## src/rtl/core/mdb_nine_bit_edge_receiver_macros.svh

```systemverilog
// Assertion macros shared by the nine-bit edge receiver RTL.
// Each macro expects signals named clk and rst_n in the module that uses it.
`ifndef MDB_NINE_BIT_EDGE_RECEIVER_MACROS_SVH
`define MDB_NINE_BIT_EDGE_RECEIVER_MACROS_SVH

// Consequent must hold in the same cycle as the antecedent.
`define MDBR_ASSERT_NOW(label, ante, cons, msg) \
  label: assert property (@(posedge clk) disable iff (!rst_n) (ante) |-> (cons)) \
    else $error(msg);

// Consequent must hold in the cycle after the antecedent.
`define MDBR_ASSERT_NEXT(label, ante, cons, msg) \
  label: assert property (@(posedge clk) disable iff (!rst_n) (ante) |=> (cons)) \
    else $error(msg);

`endif

```

## src/rtl/core/mdbr_pkg.sv

```systemverilog
// Package for the nine-bit edge receiver: word types, register indices and
// queue sizing. No dependencies.
`default_nettype none

package mdbr_pkg;

  localparam int EDGE_QUEUE_DEPTH = 4;
  localparam int QUEUE_CNT_W      = $clog2(EDGE_QUEUE_DEPTH + 1);
  localparam int QUEUE_IDX_W      = (EDGE_QUEUE_DEPTH > 1) ? $clog2(EDGE_QUEUE_DEPTH) : 1;
  localparam logic [QUEUE_CNT_W-1:0] QUEUE_FULL_COUNT = QUEUE_CNT_W'(EDGE_QUEUE_DEPTH);

  localparam int CFG_IDX_W  = 3;
  localparam int CFG_DATA_W = 16;

  localparam logic [CFG_IDX_W-1:0] CFG_SYMBOL_TIME   = 3'd0;
  localparam logic [CFG_IDX_W-1:0] CFG_SETTLE_MARGIN = 3'd1;
  localparam logic [CFG_IDX_W-1:0] CFG_DATA_WINDOW   = 3'd2;
  localparam logic [CFG_IDX_W-1:0] CFG_FRAME_WINDOW  = 3'd3;
  localparam logic [CFG_IDX_W-1:0] CFG_INVERT        = 3'd4;

  localparam logic CMD_EDGE = 1'b0;
  localparam logic CMD_TICK = 1'b1;

  localparam logic [3:0] PHASE_IDLE      = 4'd0;
  localparam logic [3:0] PHASE_FIRST     = 4'd1;
  localparam logic [3:0] PHASE_LAST_DATA = 4'd8;
  localparam logic [3:0] PHASE_MODE      = 4'd9;
  localparam logic [3:0] PHASE_STOP      = 4'd10;

  typedef struct packed {
    logic        command;
    logic [31:0] event_time;
    logic        line_level;
  } in_word_t;

  typedef struct packed {
    logic [7:0] rx_byte;
    logic       mode_bit;
  } out_word_t;

  typedef struct packed {
    logic [15:0] symbol_time;
    logic [15:0] settle_margin;
    logic [15:0] data_window;
    logic [15:0] frame_window;
    logic        invert_polarity;
  } cfg_regs_t;

  typedef struct packed {
    logic        push;
    logic [31:0] push_time;
    logic        push_level;
    logic        pop;
  } queue_ctrl_t;

  typedef struct packed {
    logic        not_empty;
    logic [31:0] head_time;
    logic        head_level;
  } queue_stat_t;

endpackage

`default_nettype wire

```

## src/rtl/core/mdbr_cfg_regs.sv

```systemverilog
// Configuration register bank of the nine-bit edge receiver.
// Depends on mdbr_pkg.
`default_nettype none

module mdbr_cfg_regs
  import mdbr_pkg::*;
(
  input  wire logic                  clk,
  input  wire logic                  rst_n,
  input  wire logic                  cfg_we,
  input  wire logic [CFG_IDX_W-1:0]  cfg_index,
  input  wire logic [CFG_DATA_W-1:0] cfg_data,
  output cfg_regs_t                  cfg
);

  cfg_regs_t cfg_r;
  cfg_regs_t cfg_nxt;

  always_comb begin
    cfg_nxt = cfg_r;
    if (cfg_we) begin
      unique case (cfg_index)
        CFG_SYMBOL_TIME:   cfg_nxt.symbol_time     = cfg_data;
        CFG_SETTLE_MARGIN: cfg_nxt.settle_margin   = cfg_data;
        CFG_DATA_WINDOW:   cfg_nxt.data_window     = cfg_data;
        CFG_FRAME_WINDOW:  cfg_nxt.frame_window    = cfg_data;
        CFG_INVERT:        cfg_nxt.invert_polarity = cfg_data[0];
        default:           cfg_nxt = cfg_r;
      endcase
    end
  end

  always_ff @(posedge clk) begin
    if (!rst_n) begin
      cfg_r.symbol_time     <= 16'd104;
      cfg_r.settle_margin   <= 16'd10;
      cfg_r.data_window     <= 16'd3;
      cfg_r.frame_window    <= 16'd5;
      cfg_r.invert_polarity <= 1'b0;
    end else begin
      cfg_r <= cfg_nxt;
    end
  end

  assign cfg = cfg_r;

endmodule

`default_nettype wire

```

## src/rtl/core/mdbr_edge_queue.sv

```systemverilog
// Shift queue of timestamped line edges; the head entry is always at slot zero.
// Depends on mdbr_pkg and the receiver assertion macros.
`default_nettype none

`include "mdb_nine_bit_edge_receiver_macros.svh"

module mdbr_edge_queue
  import mdbr_pkg::*;
(
  input  wire logic        clk,
  input  wire logic        rst_n,
  input  wire queue_ctrl_t ctrl,
  output queue_stat_t      stat
);

  logic [QUEUE_CNT_W-1:0] count_r;
  logic [QUEUE_CNT_W-1:0] count_nxt;
  logic [31:0]            time_r  [EDGE_QUEUE_DEPTH];
  logic                   level_r [EDGE_QUEUE_DEPTH];
  logic                   do_push;
  logic                   do_pop;

  assign do_push = ctrl.push && (count_r < QUEUE_FULL_COUNT);
  assign do_pop  = ctrl.pop && (count_r != '0);

  always_comb begin
    count_nxt = count_r;
    if (do_push) begin
      count_nxt = count_r + 1'b1;
    end else if (do_pop) begin
      count_nxt = count_r - 1'b1;
    end
  end

  always_ff @(posedge clk) begin
    if (!rst_n) begin
      count_r <= '0;
    end else begin
      count_r <= count_nxt;
    end
  end

  always_ff @(posedge clk) begin
    if (do_push) begin
      time_r[count_r[QUEUE_IDX_W-1:0]]  <= ctrl.push_time;
      level_r[count_r[QUEUE_IDX_W-1:0]] <= ctrl.push_level;
    end else if (do_pop) begin
      for (int i = 0; i < EDGE_QUEUE_DEPTH - 1; i++) begin
        time_r[i]  <= time_r[i+1];
        level_r[i] <= level_r[i+1];
      end
    end
  end

  assign stat.not_empty  = (count_r != '0);
  assign stat.head_time  = time_r[0];
  assign stat.head_level = level_r[0];

  `MDBR_ASSERT_NOW(a_count_bound, 1'b1, count_r <= QUEUE_FULL_COUNT, "edge queue overfilled")
  `MDBR_ASSERT_NOW(a_pop_not_empty, ctrl.pop, count_r != '0, "pop from empty edge queue")

endmodule

`default_nettype wire

```

## src/rtl/core/mdbr_frame_step.sv

```systemverilog
// Frame state machine: one step per tick word, sampling bits against the
// edge queue head. Depends on mdbr_pkg and the receiver assertion macros.
`default_nettype none

`include "mdb_nine_bit_edge_receiver_macros.svh"

module mdbr_frame_step
  import mdbr_pkg::*;
(
  input  wire logic        clk,
  input  wire logic        rst_n,
  input  wire logic        step_en,
  input  wire logic [31:0] tick_time,
  input  wire cfg_regs_t   cfg,
  input  wire queue_stat_t qstat,
  output logic             pop,
  output logic             done,
  output out_word_t        result
);

  logic [3:0]  bit_phase_r;
  logic [3:0]  bit_phase_nxt;
  logic [31:0] start_time_r;
  logic [31:0] start_time_nxt;
  logic        held_level_r;
  logic        held_level_nxt;
  logic [7:0]  data_shift_r;
  logic [7:0]  data_shift_nxt;
  logic        mode_held_r;
  logic        mode_held_nxt;

  logic        idle_like;
  logic [19:0] expected;
  logic [20:0] decide_limit;
  logic [31:0] elapsed;
  logic        late;
  logic [15:0] win;
  logic [31:0] head_delta;
  logic        above_low;
  logic        below_high;
  logic [20:0] high_edge;
  logic        take;
  logic        level_now;
  logic [2:0]  bit_pos;

  assign idle_like    = (bit_phase_r == PHASE_IDLE) || (bit_phase_r > PHASE_STOP);
  assign expected     = {16'd0, bit_phase_r} * {4'd0, cfg.symbol_time};
  assign decide_limit = {1'b0, expected} + {5'd0, cfg.settle_margin};
  assign elapsed      = tick_time - start_time_r;
  assign late         = elapsed > {11'd0, decide_limit};
  assign win          = (bit_phase_r <= PHASE_LAST_DATA) ? cfg.data_window : cfg.frame_window;
  assign head_delta   = qstat.head_time - start_time_r;
  assign above_low    = ({1'b0, head_delta} + {17'd0, win}) > {13'd0, expected};
  assign high_edge    = {1'b0, expected} + {5'd0, win};
  assign below_high   = head_delta < {11'd0, high_edge};
  assign take         = qstat.not_empty && above_low && below_high;
  assign level_now    = (take && (bit_phase_r <= PHASE_MODE)) ? qstat.head_level : held_level_r;
  assign bit_pos      = 3'(bit_phase_r - 4'd1);

  always_comb begin
    bit_phase_nxt   = bit_phase_r;
    start_time_nxt  = start_time_r;
    held_level_nxt  = held_level_r;
    data_shift_nxt  = data_shift_r;
    mode_held_nxt   = mode_held_r;
    pop             = 1'b0;
    done            = 1'b0;
    result.rx_byte  = data_shift_r ^ {8{cfg.invert_polarity}};
    result.mode_bit = mode_held_r ^ cfg.invert_polarity;
    if (step_en) begin
      if (idle_like) begin
        bit_phase_nxt = PHASE_IDLE;
        if (qstat.not_empty) begin
          start_time_nxt = qstat.head_time;
          held_level_nxt = qstat.head_level;
          data_shift_nxt = '0;
          mode_held_nxt  = 1'b0;
          bit_phase_nxt  = PHASE_FIRST;
          pop            = 1'b1;
        end
      end else if (late) begin
        pop            = take;
        held_level_nxt = level_now;
        if (bit_phase_r <= PHASE_LAST_DATA) begin
          data_shift_nxt          = data_shift_r;
          data_shift_nxt[bit_pos] = data_shift_r[bit_pos] | level_now;
          bit_phase_nxt           = bit_phase_r + 4'd1;
        end else if (bit_phase_r == PHASE_MODE) begin
          mode_held_nxt = level_now;
          bit_phase_nxt = PHASE_STOP;
        end else begin
          done          = 1'b1;
          bit_phase_nxt = PHASE_IDLE;
        end
      end
    end
  end

  always_ff @(posedge clk) begin
    if (!rst_n) begin
      bit_phase_r  <= PHASE_IDLE;
      start_time_r <= '0;
      held_level_r <= 1'b0;
      data_shift_r <= '0;
      mode_held_r  <= 1'b0;
    end else begin
      bit_phase_r  <= bit_phase_nxt;
      start_time_r <= start_time_nxt;
      held_level_r <= held_level_nxt;
      data_shift_r <= data_shift_nxt;
      mode_held_r  <= mode_held_nxt;
    end
  end

  `MDBR_ASSERT_NEXT(a_done_to_idle, done, bit_phase_r == PHASE_IDLE, "frame end did not return to idle")

endmodule

`default_nettype wire

```

## src/rtl/core/mdb_nine_bit_edge_receiver.sv

```systemverilog
// Nine-bit MDB frame receiver working from timestamped line edges.
// Input channel (in_valid, in_stall, in_data) carries edge and tick words;
// each word is either an edge (command 0), queued for sampling unless the queue is full,
// or a time tick (command 1) that advances the frame machine by at most one step.
// Result channel (out_valid, out_stall, out_data) carries one word per
// completed frame: the data byte and the mode bit, inverted if so configured.
// Configuration port (cfg_we, cfg_index, cfg_data) writes the five timing
// and polarity registers; write only while no word is in flight.
// A word is registered on entry and processed once no result is held by out_stall;
// a frame's stop-phase tick passes the entry register, then its result the output register.
// Throughput: one word per cycle while out_stall holds no result.
// Reset (rst_n low, synchronous) empties the edge queue, returns the frame
// machine to idle and loads the default register values.
// While out_stall holds a result, the word in the entry register waits and
// in_stall is raised once that register is occupied.
// Depends on mdbr_pkg, mdbr_cfg_regs, mdbr_edge_queue and mdbr_frame_step.
`default_nettype none

`include "mdb_nine_bit_edge_receiver_macros.svh"

module mdb_nine_bit_edge_receiver
  import mdbr_pkg::*;
(
  input  wire logic                  clk,
  input  wire logic                  rst_n,
  input  wire logic                  in_valid,
  output logic                       in_stall,
  input  wire in_word_t              in_data,
  output logic                       out_valid,
  input  wire logic                  out_stall,
  output out_word_t                  out_data,
  input  wire logic                  cfg_we,
  input  wire logic [CFG_IDX_W-1:0]  cfg_index,
  input  wire logic [CFG_DATA_W-1:0] cfg_data
);

  logic        in_valid_r;
  logic        in_valid_nxt;
  in_word_t    in_word_r;
  logic        out_valid_r;
  logic        out_valid_nxt;
  out_word_t   out_word_r;
  logic        proc_go;
  logic        proc_fire;
  logic        in_take;
  logic        step_en;
  logic        pop;
  logic        done;
  out_word_t   result;
  cfg_regs_t   cfg;
  queue_ctrl_t q_ctrl;
  queue_stat_t q_stat;

  assign proc_go   = !out_valid_r || !out_stall;
  assign proc_fire = in_valid_r && proc_go;
  assign in_stall  = in_valid_r && !proc_go;
  assign in_take   = in_valid && !in_stall;
  assign step_en   = proc_fire && (in_word_r.command == CMD_TICK);

  assign q_ctrl.push       = proc_fire && (in_word_r.command == CMD_EDGE);
  assign q_ctrl.push_time  = in_word_r.event_time;
  assign q_ctrl.push_level = in_word_r.line_level;
  assign q_ctrl.pop        = pop;

  mdbr_cfg_regs u_cfg (
    .clk       (clk),
    .rst_n     (rst_n),
    .cfg_we    (cfg_we),
    .cfg_index (cfg_index),
    .cfg_data  (cfg_data),
    .cfg       (cfg)
  );

  mdbr_edge_queue u_queue (
    .clk   (clk),
    .rst_n (rst_n),
    .ctrl  (q_ctrl),
    .stat  (q_stat)
  );

  mdbr_frame_step u_step (
    .clk       (clk),
    .rst_n     (rst_n),
    .step_en   (step_en),
    .tick_time (in_word_r.event_time),
    .cfg       (cfg),
    .qstat     (q_stat),
    .pop       (pop),
    .done      (done),
    .result    (result)
  );

  always_comb begin
    in_valid_nxt = in_valid_r;
    if (in_take) begin
      in_valid_nxt = 1'b1;
    end else if (proc_fire) begin
      in_valid_nxt = 1'b0;
    end
  end

  always_comb begin
    out_valid_nxt = out_valid_r;
    if (proc_fire && done) begin
      out_valid_nxt = 1'b1;
    end else if (out_valid_r && !out_stall) begin
      out_valid_nxt = 1'b0;
    end
  end

  always_ff @(posedge clk) begin
    if (!rst_n) begin
      in_valid_r  <= 1'b0;
      out_valid_r <= 1'b0;
    end else begin
      in_valid_r  <= in_valid_nxt;
      out_valid_r <= out_valid_nxt;
    end
  end

  always_ff @(posedge clk) begin
    if (in_take) begin
      in_word_r <= in_data;
    end
    if (proc_fire && done) begin
      out_word_r <= result;
    end
  end

  assign out_valid = out_valid_r;
  assign out_data  = out_word_r;

  `MDBR_ASSERT_NOW(a_push_pop_excl, q_ctrl.push, !q_ctrl.pop, "edge push and pop in one cycle")
  `MDBR_ASSERT_NOW(a_done_needs_tick, done, step_en, "frame result without a tick word")

endmodule

`default_nettype wire

```

## config.mk

```make
export PLATFORM = sky130hd
export DESIGN_NAME = mdb_nine_bit_edge_receiver
export DESIGN_NICKNAME = d
export VERILOG_FILES = /design/src/rtl/core/mdbr_pkg.sv /design/src/rtl/core/mdbr_cfg_regs.sv /design/src/rtl/core/mdbr_edge_queue.sv /design/src/rtl/core/mdbr_frame_step.sv /design/src/rtl/core/mdb_nine_bit_edge_receiver.sv
export VERILOG_INCLUDE_DIRS = /design/src /design/src/rtl/core
export SDC_FILE = /design/constraint.sdc
export NUM_CORES = 1
export LEC_CHECK = 0
export BUFFER_PORTS_ARGS = -buffer_cell sky130_fd_sc_hd__buf_2
export CAP_MARGIN = 25
export CORE_MARGIN = 1.5
export CORE_UTILIZATION = 46
export DETAILED_ROUTE_END_ITERATION = 16
export PLACE_DENSITY = 0.7
export SYNTH_ARGS = -nofsm -noshare
export SYNTH_HDL_FRONTEND = slang
export SYNTH_SLANG_ARGS = --single-unit
```

## constraint.sdc

```tcl
create_clock -name clk -period 14.3 [get_ports clk]
set_clock_uncertainty 0.05 [all_clocks]
set_input_delay 0.715 -clock clk [delete_from_list [all_inputs] [get_ports clk]]
set_output_delay 0.715 -clock clk [all_outputs]
set_load 0.01 [all_outputs]
```

==> impl_metrics.csv <==
group,metric,value,unit
cells_and_area,n_fill_cell,4148,
cells_and_area,drive_above_1_share,0.118,
clock_network,path_clk_slew,50,ps
grt,grt_pass1_vias,16300,
clock_network,ctsHoldBuffers,0,
power,leakage,9.02,nW
sta,hold_violations,0,
critical_path,ff2ff_path_depth,35,
clock_network,cts_tree,"done",
clock_network,cts_setup_buffers,0,
detailed_routing,vias,16700,
grt,grt-ovfl-total,0,
sta,slew_violations,0,
cells_and_area,nets,2588,
grt,antenna_found_initial,0,
synthesis,synth_largest_area_cell,"edfxtp_1",
cells_and_area,final_util,0.509,
synthesis,synth-main-ff-cell,"edfxtp_1",
grt,grt_max_degree,64,
synthesis,synth_nets,2550,
grt,track_usage,0.227,
sta,rsz0062_at_grt,"no",
cells_and_area,antenna_cells,0,
critical_path,critPathLaunchType,"flop",
synthesis,synth-seq-area-share,0.359,
sta,finalCriticalPeriod,10220,ps
sta,setup_tns,0,ps
detailed_routing,drtPass1Iterations,7,
detailed_routing,viasPerCell,5.72,
run_status,status,"complete, no violations",
synthesis,ys_seq_elements,291,
critical_path,cp.required,14540,ps
power,vdd_drop_max,141,uV
critical_path,crit_type,"reg -> reg",
detailed_routing,drt_wl_total,53200,um
grt,gr-usage-met2,0.381,
clock_network,cts_buffers,34,
cells_and_area,syn2layout_area_growth,9.26,%
clock_network,clkSinkCount,291,
synthesis,async_flop_share,0,
grt,busiest_layer,"met2",
synthesis,synth_cell_types,89,
clock_network,clock_latency,540,ps
power,p_per_area,95.7,nW/um^2
synthesis,synthCells,2259,
placed_design,place.gp.congestion,0.967,
synthesis,yosysWarningCount,0,
sta,worst_slew_pin_slew,979,ps
sta,fin_crit_sh,0.715,
grt,use_met3,0.0288,
grt,grt_first_pass_wirelength,85700,um
worst_hold_path,hold_depth,1,
critical_path,cp_max_fo,63,
detailed_routing,drc_errors,0,
critical_path,critPathMostFrequentCell,"a21oi_1",
placed_design,dp.final_hpwl,42100,um
grt,use_met1,0.306,
floorplan,die_w,217,um
critical_path,r2r-end,"u_queue.time_r[1][30]$_DFFE_PP_",
sta,finalSetupViolCount,0,
worst_hold_path,worstHoldStart,"in_data[17]",
critical_path,end_kind,"flop",
clock_network,cts_resized,0,
floorplan,rows,78,
synthesis,synth_top_area_frac,0.249,
floorplan,io_pins,69,
synthesis,synthTopCellsByArea,"edfxtp_1 (25%), ha_1 (12%), dfxtp_1 (11%)",
synthesis,synth_area,21100,um^2
critical_path,max_stage_delay,890,ps
synthesis,synth-edff-count,175,
power,total_power,2.21,mW
sta,hold-worst-slack,297,ps
critical_path,timing.rr.start,"u_step.bit_phase_r[2]$_SDFFE_PN0P_",
detailed_routing,avgRoutedWirePerCell,18.2,um
floorplan,die_y,217,um
detailed_routing,ant_nets,0,
worst_hold_path,min_to,"in_word_r[17]$_DFFE_PP_",
floorplan,core,45300,um^2
flow_run,cap_violations,0,
critical_path,regToRegSetupSlack,4080,ps
detailed_routing,drt-initial-drc-count,1205,
floorplan,dieArea,47200,um^2
sta,max_slew_margin,0.346,
clock_network,cts_root_buffer,"clkbuf_16",
placed_design,numPortBuffers,68,
floorplan,start_util,0.466,
synthesis,avgSynthCellArea,9.34,um^2
clock_network,htree_levels,2,
worst_hold_path,hold_path_class,"in -> reg",
critical_path,critPathSlowestCell,"dfxtp_1",
clock_network,clock_path_buffers,3,
sta,fmaxAchievable,97.8,MHz
critical_path,critPathArrivalTime,10460,ps
-- layer usage --
layer	vias to the layer above	wire length (um)
met5	-	0
met4	0	1280
met3	82	2370
met2	421	24800
met1	8008	24700
li1	8191	-
-- through the flow --
stage	cell area [um^2]	setup slack [ps]	cells
after CTS	23000	4100	2919
after detailed placement	22000	4160	2860
after global routing	23100	3400	2920
after floorplan	21100	4700	2259
final	23100	4080	2920
after global placement	22000	4400	2860
-- flip-flops by register name, summed over array words and instances (netlist names), 3 cells and up --
register,cells
u_step.start_time_r,32
u_queue.time_r,128
in_word_r,34
out_data,9
u_queue.count_r,3
u_step.data_shift_r,8
u_queue.level_r,4
u_step.bit_phase_r,4
u_cfg.cfg,65
-- worst max-delay path by stage --
stage | endpoint | start
after detailed placement | u_queue.time_r[1][30]$_DFFE_PP_ | u_step.bit_phase_r[2]$_SDFFE_PN0P_
after floorplan | u_queue.level_r[1]$_DFFE_PP_ | u_step.bit_phase_r[2]$_SDFFE_PN0P_
final | u_queue.time_r[1][30]$_DFFE_PP_ | u_step.bit_phase_r[2]$_SDFFE_PN0P_
after CTS | u_queue.time_r[1][30]$_DFFE_PP_ | u_step.bit_phase_r[2]$_SDFFE_PN0P_
after global placement | u_queue.time_r[1][30]$_DFFE_PP_ | u_step.bit_phase_r[2]$_SDFFE_PN0P_
after global routing | u_queue.time_r[1][23]$_DFFE_PP_ | u_step.bit_phase_r[2]$_SDFFE_PN0P_
-- worst max-delay path, delay by kind of cell (launching register included) --
family / cells / cell delay, ps
AO/OA/AOI/OAI: 19 / 4510
adder cells (fa/ha/maj): 5 / 2000
AND/OR/NAND/NOR: 6 / 1180
flip-flops: 1 / 890
XOR/XNOR: 2 / 430
buffers and inverters: 2 / 430
multiplexers: 1 / 410
-- layout make-up --
type | instances | area [um^2] | area share
timing repair buffer | 83 | 465 | 0.0202
multi-input combinational | 1743 | 12700 | 0.550
inverter | 144 | 541 | 0.0234
clock inverter | 11 | 124 | 0.00537
clock buffer | 48 | 923 | 0.0400
tap | 600 | 751 | 0.0325
sequential | 291 | 7580 | 0.329
-- cells in the final DEF, fill, tap and decap left out, types with 71 or more instances in the layout --
cell type and count:
a21oi_1 209, dfxtp_1 116, edfxtp_1 175, ha_1 199
inv_1 143, mux2_2 79, nand2_1 337, nor2_1 101
o21ai_0 86, xnor2_1 71
-- Yosys cell counts (all sizes together), types with 22 or more instances --
cell      n
nor2    103
ha      199
and2     53
o21ai    97
clkbuf   61
nand3    48
dfxtp   116
mux2    112
o21a     32
nand2b   28
a21o     44
nand4    22
edfxtp  175
a211oi   27
xnor2    71
nor2b    26
xor2     52
a21oi   210
inv     143
nand2   337
fa       34
nor3     27
-- where the power goes --
| group | switching (mW) | total, mW | internal, mW |
|---|---|---|---|
| clock network | 0.340 | 0.814 | 0.474 |
| logic | 0.261 | 0.445 | 0.184 |
| registers | 0.0254 | 0.949 | 0.923 |
| total | 0.626 | 2.21 | 1.58 |
-- logic make-up (layout without fill, tap and decap cells) --
kind of cell,Yosys count,in the layout,synth area share
DFF,291,291,0.359
muxes,119,119,0.0682
AOI/OAI and AO/OA,563,563,0.172
xor gates and xnor gates,123,123,0.0510
buffers and inverters,225,286,0.0429
adders and majority gates,234,234,0.151
and+or+nand+nor,704,704,0.156
No activity file was read; power rests on OpenSTA's default activity.
